$ cat config.mk
export PLATFORM = sky130hd
export DESIGN_NAME = hsv_to_rgb_converter_flat
export DESIGN_NICKNAME = d
export VERILOG_FILES = /design/src/hsvrgb_pkg.sv /design/src/hsvrgb_if.sv /design/src/hsv_to_rgb_converter.sv /design/src/flat_wrapper.sv
export SDC_FILE = /design/constraint.sdc
export NUM_CORES = 2
export LEC_CHECK = 0
export ABC_AREA = 1
export BUFFER_PORTS_ARGS = -buffer_cell sky130_fd_sc_hd__buf_2
export CORE_MARGIN = 4
export CORE_UTILIZATION = 35
export DETAILED_ROUTE_END_ITERATION = 8
export MAX_ROUTING_LAYER = met4
export PLACE_DENSITY = 0.54
export SYNTH_ARGS = -nofsm -noshare
export SYNTH_HDL_FRONTEND = slang
export SYNTH_SLANG_ARGS = --single-unit
$ cat constraint.sdc
create_clock -name clk -period 10.7 [get_ports clk]
set_input_delay 1.07 -clock clk [delete_from_list [all_inputs] [get_ports clk]]
set_output_delay 1.07 -clock clk [all_outputs]
set_load 0.005 [all_outputs]
$ cat src/hsvrgb_pkg.sv
// Package for the HSV to RGB converter: field widths, fixed-point constants,
// hue sector codes and the sector base table. No dependencies.
package hsvrgb_pkg;

  localparam int HUE_W     = 13;
  localparam int SAT_W     = 9;
  localparam int VAL_W     = 9;
  localparam int CH_W      = 8;
  localparam int FRAC_W    = 10;
  localparam int ERR_W     = 18;
  localparam int MIX_W     = 26;
  localparam int X_W       = 12;
  localparam int NUM_LANES = 3;
  localparam int NUM_STG   = 6;

  localparam int LN_P = 0;
  localparam int LN_Q = 1;
  localparam int LN_T = 2;

  localparam logic [HUE_W-1:0]  HUE_FULL   = 13'd5760;
  localparam logic [FRAC_W-1:0] HUE_SECTOR = 10'd960;
  localparam logic [SAT_W-1:0]  UNIT       = 9'd256;
  localparam logic [ERR_W-1:0]  E_FULL     = 18'd245760;
  localparam logic [12:0]       RECIP15    = 13'd4369;
  localparam logic [4:0]        DIV_N      = 5'd15;

  typedef enum logic [2:0] {
    SEC_0,
    SEC_1,
    SEC_2,
    SEC_3,
    SEC_4,
    SEC_5
  } sector_t;

  function automatic logic [HUE_W-1:0] sec_base(input sector_t sec);
    logic [HUE_W-1:0] base;
    case (sec)
      SEC_0:   base = 13'd0;
      SEC_1:   base = 13'd960;
      SEC_2:   base = 13'd1920;
      SEC_3:   base = 13'd2880;
      SEC_4:   base = 13'd3840;
      SEC_5:   base = 13'd4800;
      default: base = 13'd0;
    endcase
    return base;
  endfunction

endpackage

$ cat src/hsvrgb_if.sv
// Valid/ready channel interfaces for HSV items in and RGB items out.
// Depends on hsvrgb_pkg for field widths.
interface hsv_item_if import hsvrgb_pkg::*; ();
  logic             valid;
  logic             ready;
  logic [HUE_W-1:0] hue;
  logic [SAT_W-1:0] saturation;
  logic [VAL_W-1:0] brightness;

  modport source (output valid, output hue, output saturation, output brightness,
                  input ready);
  modport sink   (input valid, input hue, input saturation, input brightness,
                  output ready);
endinterface

interface rgb_item_if import hsvrgb_pkg::*; ();
  logic            valid;
  logic            ready;
  logic [CH_W-1:0] red;
  logic [CH_W-1:0] green;
  logic [CH_W-1:0] blue;

  modport source (output valid, output red, output green, output blue, input ready);
  modport sink   (input valid, input red, input green, input blue, output ready);
endinterface

$ cat src/hsv_to_rgb_converter.sv
// HSV to RGB converter top level: six-stage pipeline with per-stage valid bits.
// Depends on hsvrgb_pkg and the channel interfaces in hsvrgb_if.
//
// Usage:
//   in_px  : HSV items (hue in 1/16 degree, saturation and brightness in 256ths).
//   out_px : RGB items, 8 bits per channel, one per accepted input item, in order.
//   An item accepted into the first stage register moves through each stage register
//   in order and shows on out_px from the output register. Throughput is one item
//   per cycle while out_px takes items; the rate is set by the pipeline, with each
//   stage holding one item (sector split, s*g products, v*e products, scale by 255,
//   reciprocal multiply for the divide by 15, correction and channel select).
//   Reset clears all valid bits; the pipeline comes up empty and ready.
//   When out_px stalls, the item in the output register holds; earlier stages
//   keep advancing into empty slots, and in_px.ready drops only once every
//   stage holds an item. Nothing is dropped or repeated.
//   Full circle (hue 5760) takes the last-sector assignment with fraction 0;
//   hue above 5760 reads as 0; saturation and brightness clamp at 256.
module hsv_to_rgb_converter import hsvrgb_pkg::*; (
  input logic         clk,
  input logic         rst_n,
  hsv_item_if.sink    in_px,
  rgb_item_if.source  out_px
);

  logic [NUM_STG-1:0] vld_r;
  logic [NUM_STG-1:0] en;

  always_comb begin
    en[NUM_STG-1] = !vld_r[NUM_STG-1] || out_px.ready;
    for (int k = NUM_STG - 2; k >= 0; k--) begin
      en[k] = !vld_r[k] || en[k+1];
    end
  end

  assign in_px.ready = en[0];

  always_ff @(posedge clk) begin
    if (!rst_n) begin
      vld_r <= '0;
    end else begin
      if (en[0]) vld_r[0] <= in_px.valid;
      for (int k = 1; k < NUM_STG; k++) begin
        if (en[k]) vld_r[k] <= vld_r[k-1];
      end
    end
  end

  // stage 1: clamp, sector and fraction
  logic [HUE_W-1:0]  h_c;
  logic [SAT_W-1:0]  s_c;
  logic [VAL_W-1:0]  v_c;
  sector_t           sec1_nxt, sec1_r;
  logic [HUE_W-1:0]  fr_wide;
  logic [FRAC_W-1:0] frac1_nxt, frac1_r;
  logic [SAT_W-1:0]  s1_r;
  logic [VAL_W-1:0]  v1_r;

  always_comb begin
    h_c = (in_px.hue > HUE_FULL) ? '0 : in_px.hue;
    s_c = (in_px.saturation > UNIT) ? UNIT : in_px.saturation;
    v_c = (in_px.brightness > UNIT) ? VAL_W'(UNIT) : in_px.brightness;
    if (h_c >= sec_base(SEC_5))      sec1_nxt = SEC_5;
    else if (h_c >= sec_base(SEC_4)) sec1_nxt = SEC_4;
    else if (h_c >= sec_base(SEC_3)) sec1_nxt = SEC_3;
    else if (h_c >= sec_base(SEC_2)) sec1_nxt = SEC_2;
    else if (h_c >= sec_base(SEC_1)) sec1_nxt = SEC_1;
    else                             sec1_nxt = SEC_0;
    fr_wide = h_c - sec_base(sec1_nxt);
    // full circle: last sector, zero fraction
    frac1_nxt = (h_c == HUE_FULL) ? '0 : fr_wide[FRAC_W-1:0];
  end

  always_ff @(posedge clk) begin
    if (en[0]) begin
      sec1_r  <= sec1_nxt;
      frac1_r <= frac1_nxt;
      s1_r    <= s_c;
      v1_r    <= v_c;
    end
  end

  // stage 2: e = 256*960 - s*g per lane
  logic [FRAC_W-1:0] g2[NUM_LANES];
  logic [18:0]       sg2[NUM_LANES];
  logic [ERR_W-1:0]  e2_nxt[NUM_LANES];
  logic [ERR_W-1:0]  e2_r[NUM_LANES];
  logic [VAL_W-1:0]  v2_r;
  sector_t           sec2_r;

  always_comb begin
    g2[LN_P] = HUE_SECTOR;
    g2[LN_Q] = frac1_r;
    g2[LN_T] = HUE_SECTOR - frac1_r;
    for (int k = 0; k < NUM_LANES; k++) begin
      sg2[k]    = 19'(s1_r) * 19'(g2[k]);
      e2_nxt[k] = E_FULL - sg2[k][ERR_W-1:0];
    end
  end

  always_ff @(posedge clk) begin
    if (en[1]) begin
      e2_r   <= e2_nxt;
      v2_r   <= v1_r;
      sec2_r <= sec1_r;
    end
  end

  // stage 3: m = v*e per lane, cv = 255*v/256
  logic [26:0]      mw3[NUM_LANES];
  logic [MIX_W-1:0] m3_nxt[NUM_LANES];
  logic [MIX_W-1:0] m3_r[NUM_LANES];
  logic [16:0]      cvw3;
  logic [CH_W-1:0]  cv3_r;
  sector_t          sec3_r;

  always_comb begin
    for (int k = 0; k < NUM_LANES; k++) begin
      mw3[k]    = 27'(v2_r) * 27'(e2_r[k]);
      m3_nxt[k] = mw3[k][MIX_W-1:0];
    end
    cvw3 = {v2_r, 8'b0} - 17'(v2_r);
  end

  always_ff @(posedge clk) begin
    if (en[2]) begin
      m3_r   <= m3_nxt;
      cv3_r  <= cvw3[15:8];
      sec3_r <= sec2_r;
    end
  end

  // stage 4: x = floor(255*m / 2^22)
  logic [33:0]     w4[NUM_LANES];
  logic [X_W-1:0]  x4_r[NUM_LANES];
  logic [CH_W-1:0] cv4_r;
  sector_t         sec4_r;

  always_comb begin
    for (int k = 0; k < NUM_LANES; k++) begin
      w4[k] = {m3_r[k], 8'b0} - 34'(m3_r[k]);
    end
  end

  always_ff @(posedge clk) begin
    if (en[3]) begin
      for (int k = 0; k < NUM_LANES; k++) begin
        x4_r[k] <= w4[k][33:22];
      end
      cv4_r  <= cv3_r;
      sec4_r <= sec3_r;
    end
  end

  // stage 5: quotient estimate of x / 15 by reciprocal
  logic [24:0]     qp5[NUM_LANES];
  logic [CH_W-1:0] q5_r[NUM_LANES];
  logic [X_W-1:0]  x5_r[NUM_LANES];
  logic [CH_W-1:0] cv5_r;
  sector_t         sec5_r;

  always_comb begin
    for (int k = 0; k < NUM_LANES; k++) begin
      qp5[k] = 25'(x4_r[k]) * 25'(RECIP15);
    end
  end

  always_ff @(posedge clk) begin
    if (en[4]) begin
      for (int k = 0; k < NUM_LANES; k++) begin
        q5_r[k] <= qp5[k][23:16];
      end
      x5_r   <= x4_r;
      cv5_r  <= cv4_r;
      sec5_r <= sec4_r;
    end
  end

  // stage 6: one-step correction, channel select, output register
  logic [X_W-1:0]  mul15[NUM_LANES];
  logic [X_W-1:0]  rem6[NUM_LANES];
  logic [CH_W-1:0] c6[NUM_LANES];
  logic [CH_W-1:0] red_nxt, green_nxt, blue_nxt;
  logic [CH_W-1:0] red_r, green_r, blue_r;

  always_comb begin
    for (int k = 0; k < NUM_LANES; k++) begin
      mul15[k] = {q5_r[k], 4'b0} - X_W'(q5_r[k]);
      rem6[k]  = x5_r[k] - mul15[k];
      c6[k]    = (rem6[k] >= X_W'(DIV_N)) ? q5_r[k] + 8'd1 : q5_r[k];
    end
    case (sec5_r)
      SEC_0: begin
        red_nxt = cv5_r;    green_nxt = c6[LN_T]; blue_nxt = c6[LN_P];
      end
      SEC_1: begin
        red_nxt = c6[LN_Q]; green_nxt = cv5_r;    blue_nxt = c6[LN_P];
      end
      SEC_2: begin
        red_nxt = c6[LN_P]; green_nxt = cv5_r;    blue_nxt = c6[LN_T];
      end
      SEC_3: begin
        red_nxt = c6[LN_P]; green_nxt = c6[LN_Q]; blue_nxt = cv5_r;
      end
      SEC_4: begin
        red_nxt = c6[LN_T]; green_nxt = c6[LN_P]; blue_nxt = cv5_r;
      end
      default: begin
        red_nxt = cv5_r;    green_nxt = c6[LN_P]; blue_nxt = c6[LN_Q];
      end
    endcase
  end

  always_ff @(posedge clk) begin
    if (en[5]) begin
      red_r   <= red_nxt;
      green_r <= green_nxt;
      blue_r  <= blue_nxt;
    end
  end

  assign out_px.valid = vld_r[NUM_STG-1];
  assign out_px.red   = red_r;
  assign out_px.green = green_r;
  assign out_px.blue  = blue_r;

`ifndef SYNTH
  a_ready_full: assert property (@(posedge clk) disable iff (!rst_n)
    !in_px.ready |-> (vld_r == '1) && !out_px.ready)
    else $error("input stalled while pipeline has room");

  a_err_range: assert property (@(posedge clk) disable iff (!rst_n)
    vld_r[1] |-> (e2_r[LN_Q] <= E_FULL) && (e2_r[LN_T] <= E_FULL) &&
                 (e2_r[LN_P] <= e2_r[LN_Q]) && (e2_r[LN_P] <= e2_r[LN_T]))
    else $error("s*g term out of range");

  a_div_fix: assert property (@(posedge clk) disable iff (!rst_n)
    vld_r[4] |-> (rem6[LN_P] < 12'd30) && (rem6[LN_Q] < 12'd30) &&
                 (rem6[LN_T] < 12'd30))
    else $error("divide by 15 needs more than one correction");
`endif

endmodule

$ cat src/flat_wrapper.sv
// flat-port wrapper written by rule: the top's interface ports become plain ports
module hsv_to_rgb_converter_flat import hsvrgb_pkg::*;
  (clk, rst_n, in_px_valid, in_px_hue, in_px_saturation, in_px_brightness, in_px_ready, out_px_valid, out_px_red, out_px_green, out_px_blue, out_px_ready);
  hsv_item_if in_px_i ();
  rgb_item_if out_px_i ();
  input logic clk;
  input logic rst_n;
  input wire logic [$bits(in_px_i.valid)-1:0] in_px_valid;
  input wire logic [$bits(in_px_i.hue)-1:0] in_px_hue;
  input wire logic [$bits(in_px_i.saturation)-1:0] in_px_saturation;
  input wire logic [$bits(in_px_i.brightness)-1:0] in_px_brightness;
  output wire logic [$bits(in_px_i.ready)-1:0] in_px_ready;
  output wire logic [$bits(out_px_i.valid)-1:0] out_px_valid;
  output wire logic [$bits(out_px_i.red)-1:0] out_px_red;
  output wire logic [$bits(out_px_i.green)-1:0] out_px_green;
  output wire logic [$bits(out_px_i.blue)-1:0] out_px_blue;
  input wire logic [$bits(out_px_i.ready)-1:0] out_px_ready;
  assign in_px_i.valid = in_px_valid;
  assign in_px_i.hue = in_px_hue;
  assign in_px_i.saturation = in_px_saturation;
  assign in_px_i.brightness = in_px_brightness;
  assign in_px_ready = in_px_i.ready;
  assign out_px_valid = out_px_i.valid;
  assign out_px_red = out_px_i.red;
  assign out_px_green = out_px_i.green;
  assign out_px_blue = out_px_i.blue;
  assign out_px_i.ready = out_px_ready;
  hsv_to_rgb_converter u_core (.clk(clk), .rst_n(rst_n), .in_px(in_px_i), .out_px(out_px_i));
endmodule
==> results.sh <==
export IMPL_status="completed"
export IMPL_drv_cap=0
export IMPL_fin_nets=5880
export IMPL_dieArea_um2=122000
export IMPL_cp_data_required_time_ps=11030
export IMPL_syn_to_final_growth_pct=7.93
export IMPL_h_tree_depth=2
export IMPL_synth_edf_count=314
export IMPL_finalSetupViolations=0
export IMPL_place_hpwl_um=73400
export IMPL_grt_pass1_vias=31100
export IMPL_hold_viol_final=0
export IMPL_routabilityCongestion=0.881
export IMPL_firstDrtPassIters=5
export IMPL_relSlewSlack_pct=30.3
export IMPL_num_vias=30200
export IMPL_netlist_instances=4927
export IMPL_synth_distinct_cells=56
export IMPL_drtAntennaViolNets=0
export IMPL_crit_path_max_fanout=11
export IMPL_fill_cells=11900
export IMPL_clock_path_buffers=3
export IMPL_drc=0
export IMPL_wirelength_um=90800
export IMPL_critPathKind="reg2reg"
export IMPL_synth_top_family_by_area="adder cells"
export IMPL_cts_resized=0
export IMPL_holdWs_ps=406
export IMPL_fmax_mhz=171
export IMPL_synthTopCellsByArea="edfxtp_1 23%, fa_1 22%, ha_1 14%"
export IMPL_syn_nets=5886
export IMPL_end_kind="flip-flop"
export IMPL_finalClockSkew_ps=28.6
export IMPL_startpoint_type="flip-flop"
export IMPL_clk_latency_ps=600
export IMPL_yosysTopAreaCell="edfxtp_1"
export IMPL_synth_xor_area_share_pct=4.20
export IMPL_worstSetupStartpoint="u_core.frac1_r[1]"
export IMPL_drt_iter0_markers=1481
export IMPL_min_period_over_period_pct=54.6
export IMPL_hp_class="reg2reg"
export IMPL_clock_sinks=320
export IMPL_grtUsageTotal_pct=15.7
export IMPL_rsz0062_at_grt="no"
export IMPL_ys_seq_area_share_pct=23.4
export IMPL_crit_path_frequent_cell="nand2_1"
export IMPL_slowest_stage="fa_1"
export IMPL_holdBufCountCts=0
export IMPL_clk_pin_slew_worst_paths_ps=60
export IMPL_cts_setup_buffers=0
export IMPL_ys_warn_count=0
export IMPL_synth_top_area_share_pct=23.1
export IMPL_cts_tree="yes"
export IMPL_cpLargestDelayFamily="adder cells"
export IMPL_cts_root_buf="clkbuf_16"
export IMPL_initial_core_util_pct=35.2
export IMPL_synth_adder_area_share_pct=36.6
export IMPL_die_h_um=349
export IMPL_muxShareOfSynthArea_pct=0
export IMPL_maxSlewViolCount=0
export IMPL_synth_seq_cells=320
export IMPL_io_buffers=60
export IMPL_synthSimpleGateAreaFrac_pct=18.1
export IMPL_rr_startpoint="u_core.frac1_r[1]"
export IMPL_synth_compound_area_share_pct=5.29
export IMPL_cts_buffers=42
export IMPL_grt_pass1_wl_um=155000
export IMPL_crit_chain="inv_1 > ha_1 > nand2_1 > or2_1 > nor2_1 > inv_1 > nand3_1 > xor2_2 > nor2_1 > fa_1 > inv_1 > fa_1 > fa_1 > fa_1 > ha_1 > ha_1 > nand2_1 > o21ai_0 > nand3_1 > nand2_1 > nand2_1 > nand2_1 > a21oi_1 > xnor2_1"
export IMPL_detail_route_wl_per_cell_um=14.0
export IMPL_synth_area_um2=40800
export IMPL_synthArstFlopShare_pct=0
export IMPL_worstPathArrival_ps=6170
export IMPL_period_minus_slack_ps=5840
export IMPL_drive_gt1_share_pct=4.02
export IMPL_grt_max_degree=73
export IMPL_hp_start="u_core.sec3_r[1]"
export IMPL_finalSetupTns_ps=0
export IMPL_antenna_found_initial=1
export IMPL_grt_overflow=0
export IMPL_num_antenna_cells=0
export IMPL_crit_path_max_incr_delay_ps=560
export IMPL_avgSynthCellArea_um2=8.28
export IMPL_viasPerCell=4.67
export IMPL_tightestPinTransition_ps=1050
export IMPL_die_x_um=349
export IMPL_synth_ff_type="edfxtp_1"
export IMPL_core_area_um2=116000
export IMPL_crit_buf_inv=3
export IMPL_core_rowCount=125
export IMPL_io_pins=61
placed cells by master, fill, tap and decap left out, types with 13 or more instances in the layout:
| cell type | instances |
|---|---|
| inv_1 | 1206 |
| nand3_1 | 179 |
| ha_1 | 473 |
| clkbuf_16 | 42 |
| xnor2_1 | 63 |
| buf_2 | 60 |
| nor3_1 | 25 |
| o21ai_0 | 92 |
| nand2_2 | 19 |
| buf_4 | 13 |
| xor2_1 | 129 |
| clkinv_1 | 15 |
| nand3b_1 | 17 |
| a21o_1 | 15 |
| fa_1 | 451 |
| nor4_1 | 14 |
| o21bai_1 | 16 |
| nor2_1 | 240 |
| a21oi_1 | 192 |
| nand2_1 | 1146 |
| inv_2 | 13 |
| nand4_1 | 85 |
| edfxtp_1 | 314 |
through the flow:
step / worst slack [ps] / area, um2 / cells / utilization [%]
6_report: 4860 / 44100 / 6479 / 38.0
5_1_grt: 4380 / 44100 / 6479 / 38.0
4_1_cts: 4850 / 44100 / 6479 / 38.0
3_5_place_dp: 4880 / 42700 / 6401 / 36.8
3_3_place_gp: 4880 / 42700 / 6401 / 36.8
2_1_floorplan: 2640 / 40800 / 4927 / -
final timing paths:
check / endpoint / slack [ps] / depth (start not counted)
min: u_core.sec4_r[1] / 410 / 0
max reg2reg: u_core.e2_r[13] / 4860 / 24
max: u_core.e2_r[13] / 4860 / 24
min reg2reg: u_core.sec4_r[1] / 410 / 0
per-layer routing:
metal	vias up	share of wire [%]	routed length (um)	track usage, %
met5	-	0	0	-
met4	0	2.1	1880	3.56
met3	106	3.8	3430	1.77
met2	488	46	41700	25.6
met1	14400	48	43800	21.2
li1	15200	-	-	-
cell type report:
type | instances | area [um2] | share of cell area [%]
Timing Repair Buffer | 73 | 398 | 0.903
Tap cell | 1524 | 1910 | 4.33
Clock inverter | 32 | 327 | 0.741
Multi-Input combinational cell | 3261 | 26200 | 59.5
Inverter | 1223 | 4590 | 10.4
Sequential cell | 320 | 9550 | 21.7
Clock buffer | 46 | 1070 | 2.42
flip-flops by register name, summed over array words and instances, names as in the netlist, 6 cells and up:
name and cells:
u_core.m3_r 71, u_core.e2_r 47, u_core.x4_r 36, u_core.x5_r 36, u_core.q5_r 24, u_core.frac1_r 10
u_core.s1_r 9, u_core.v1_r 9, u_core.v2_r 9, u_core.cv3_r 8, u_core.cv4_r 8, u_core.cv5_r 8
u_core.out_px.blue 8, u_core.out_px.green 8, u_core.out_px.red 8, u_core.vld_r 6
synth_stat cells (all sizes together) (17+ instances only):
cell type,count
nand2,1165
a21oi,193
xor2,131
clkbuf,104
nand3b,17
nor2,251
nor3,27
edfxtp,314
nand3,189
fa,451
buf,19
o21ai,105
nand4,85
xnor2,63
ha,473
inv,1220
worst reg2reg max path: cells and delay by family, from the launching register on:
kind	cells	cell delay, ps
adder cells (fa/ha/maj)	7	2790
AND/OR/NAND/NOR	10	1080
flip-flops	1	550
XOR/XNOR	2	510
AO/OA/AOI/OAI	2	420
buffers and inverters	3	230
kinds of logic after synthesis:
group,count (synthesis)
buf+inv,1346
xor+xnor,194
simple gates,1758
compound gates,385
flops,320
fa+ha+maj,924
Power is left out: the tool's default activity adds up to more than one toggle a clock period on the data nets, which glitch-free logic cannot reach.
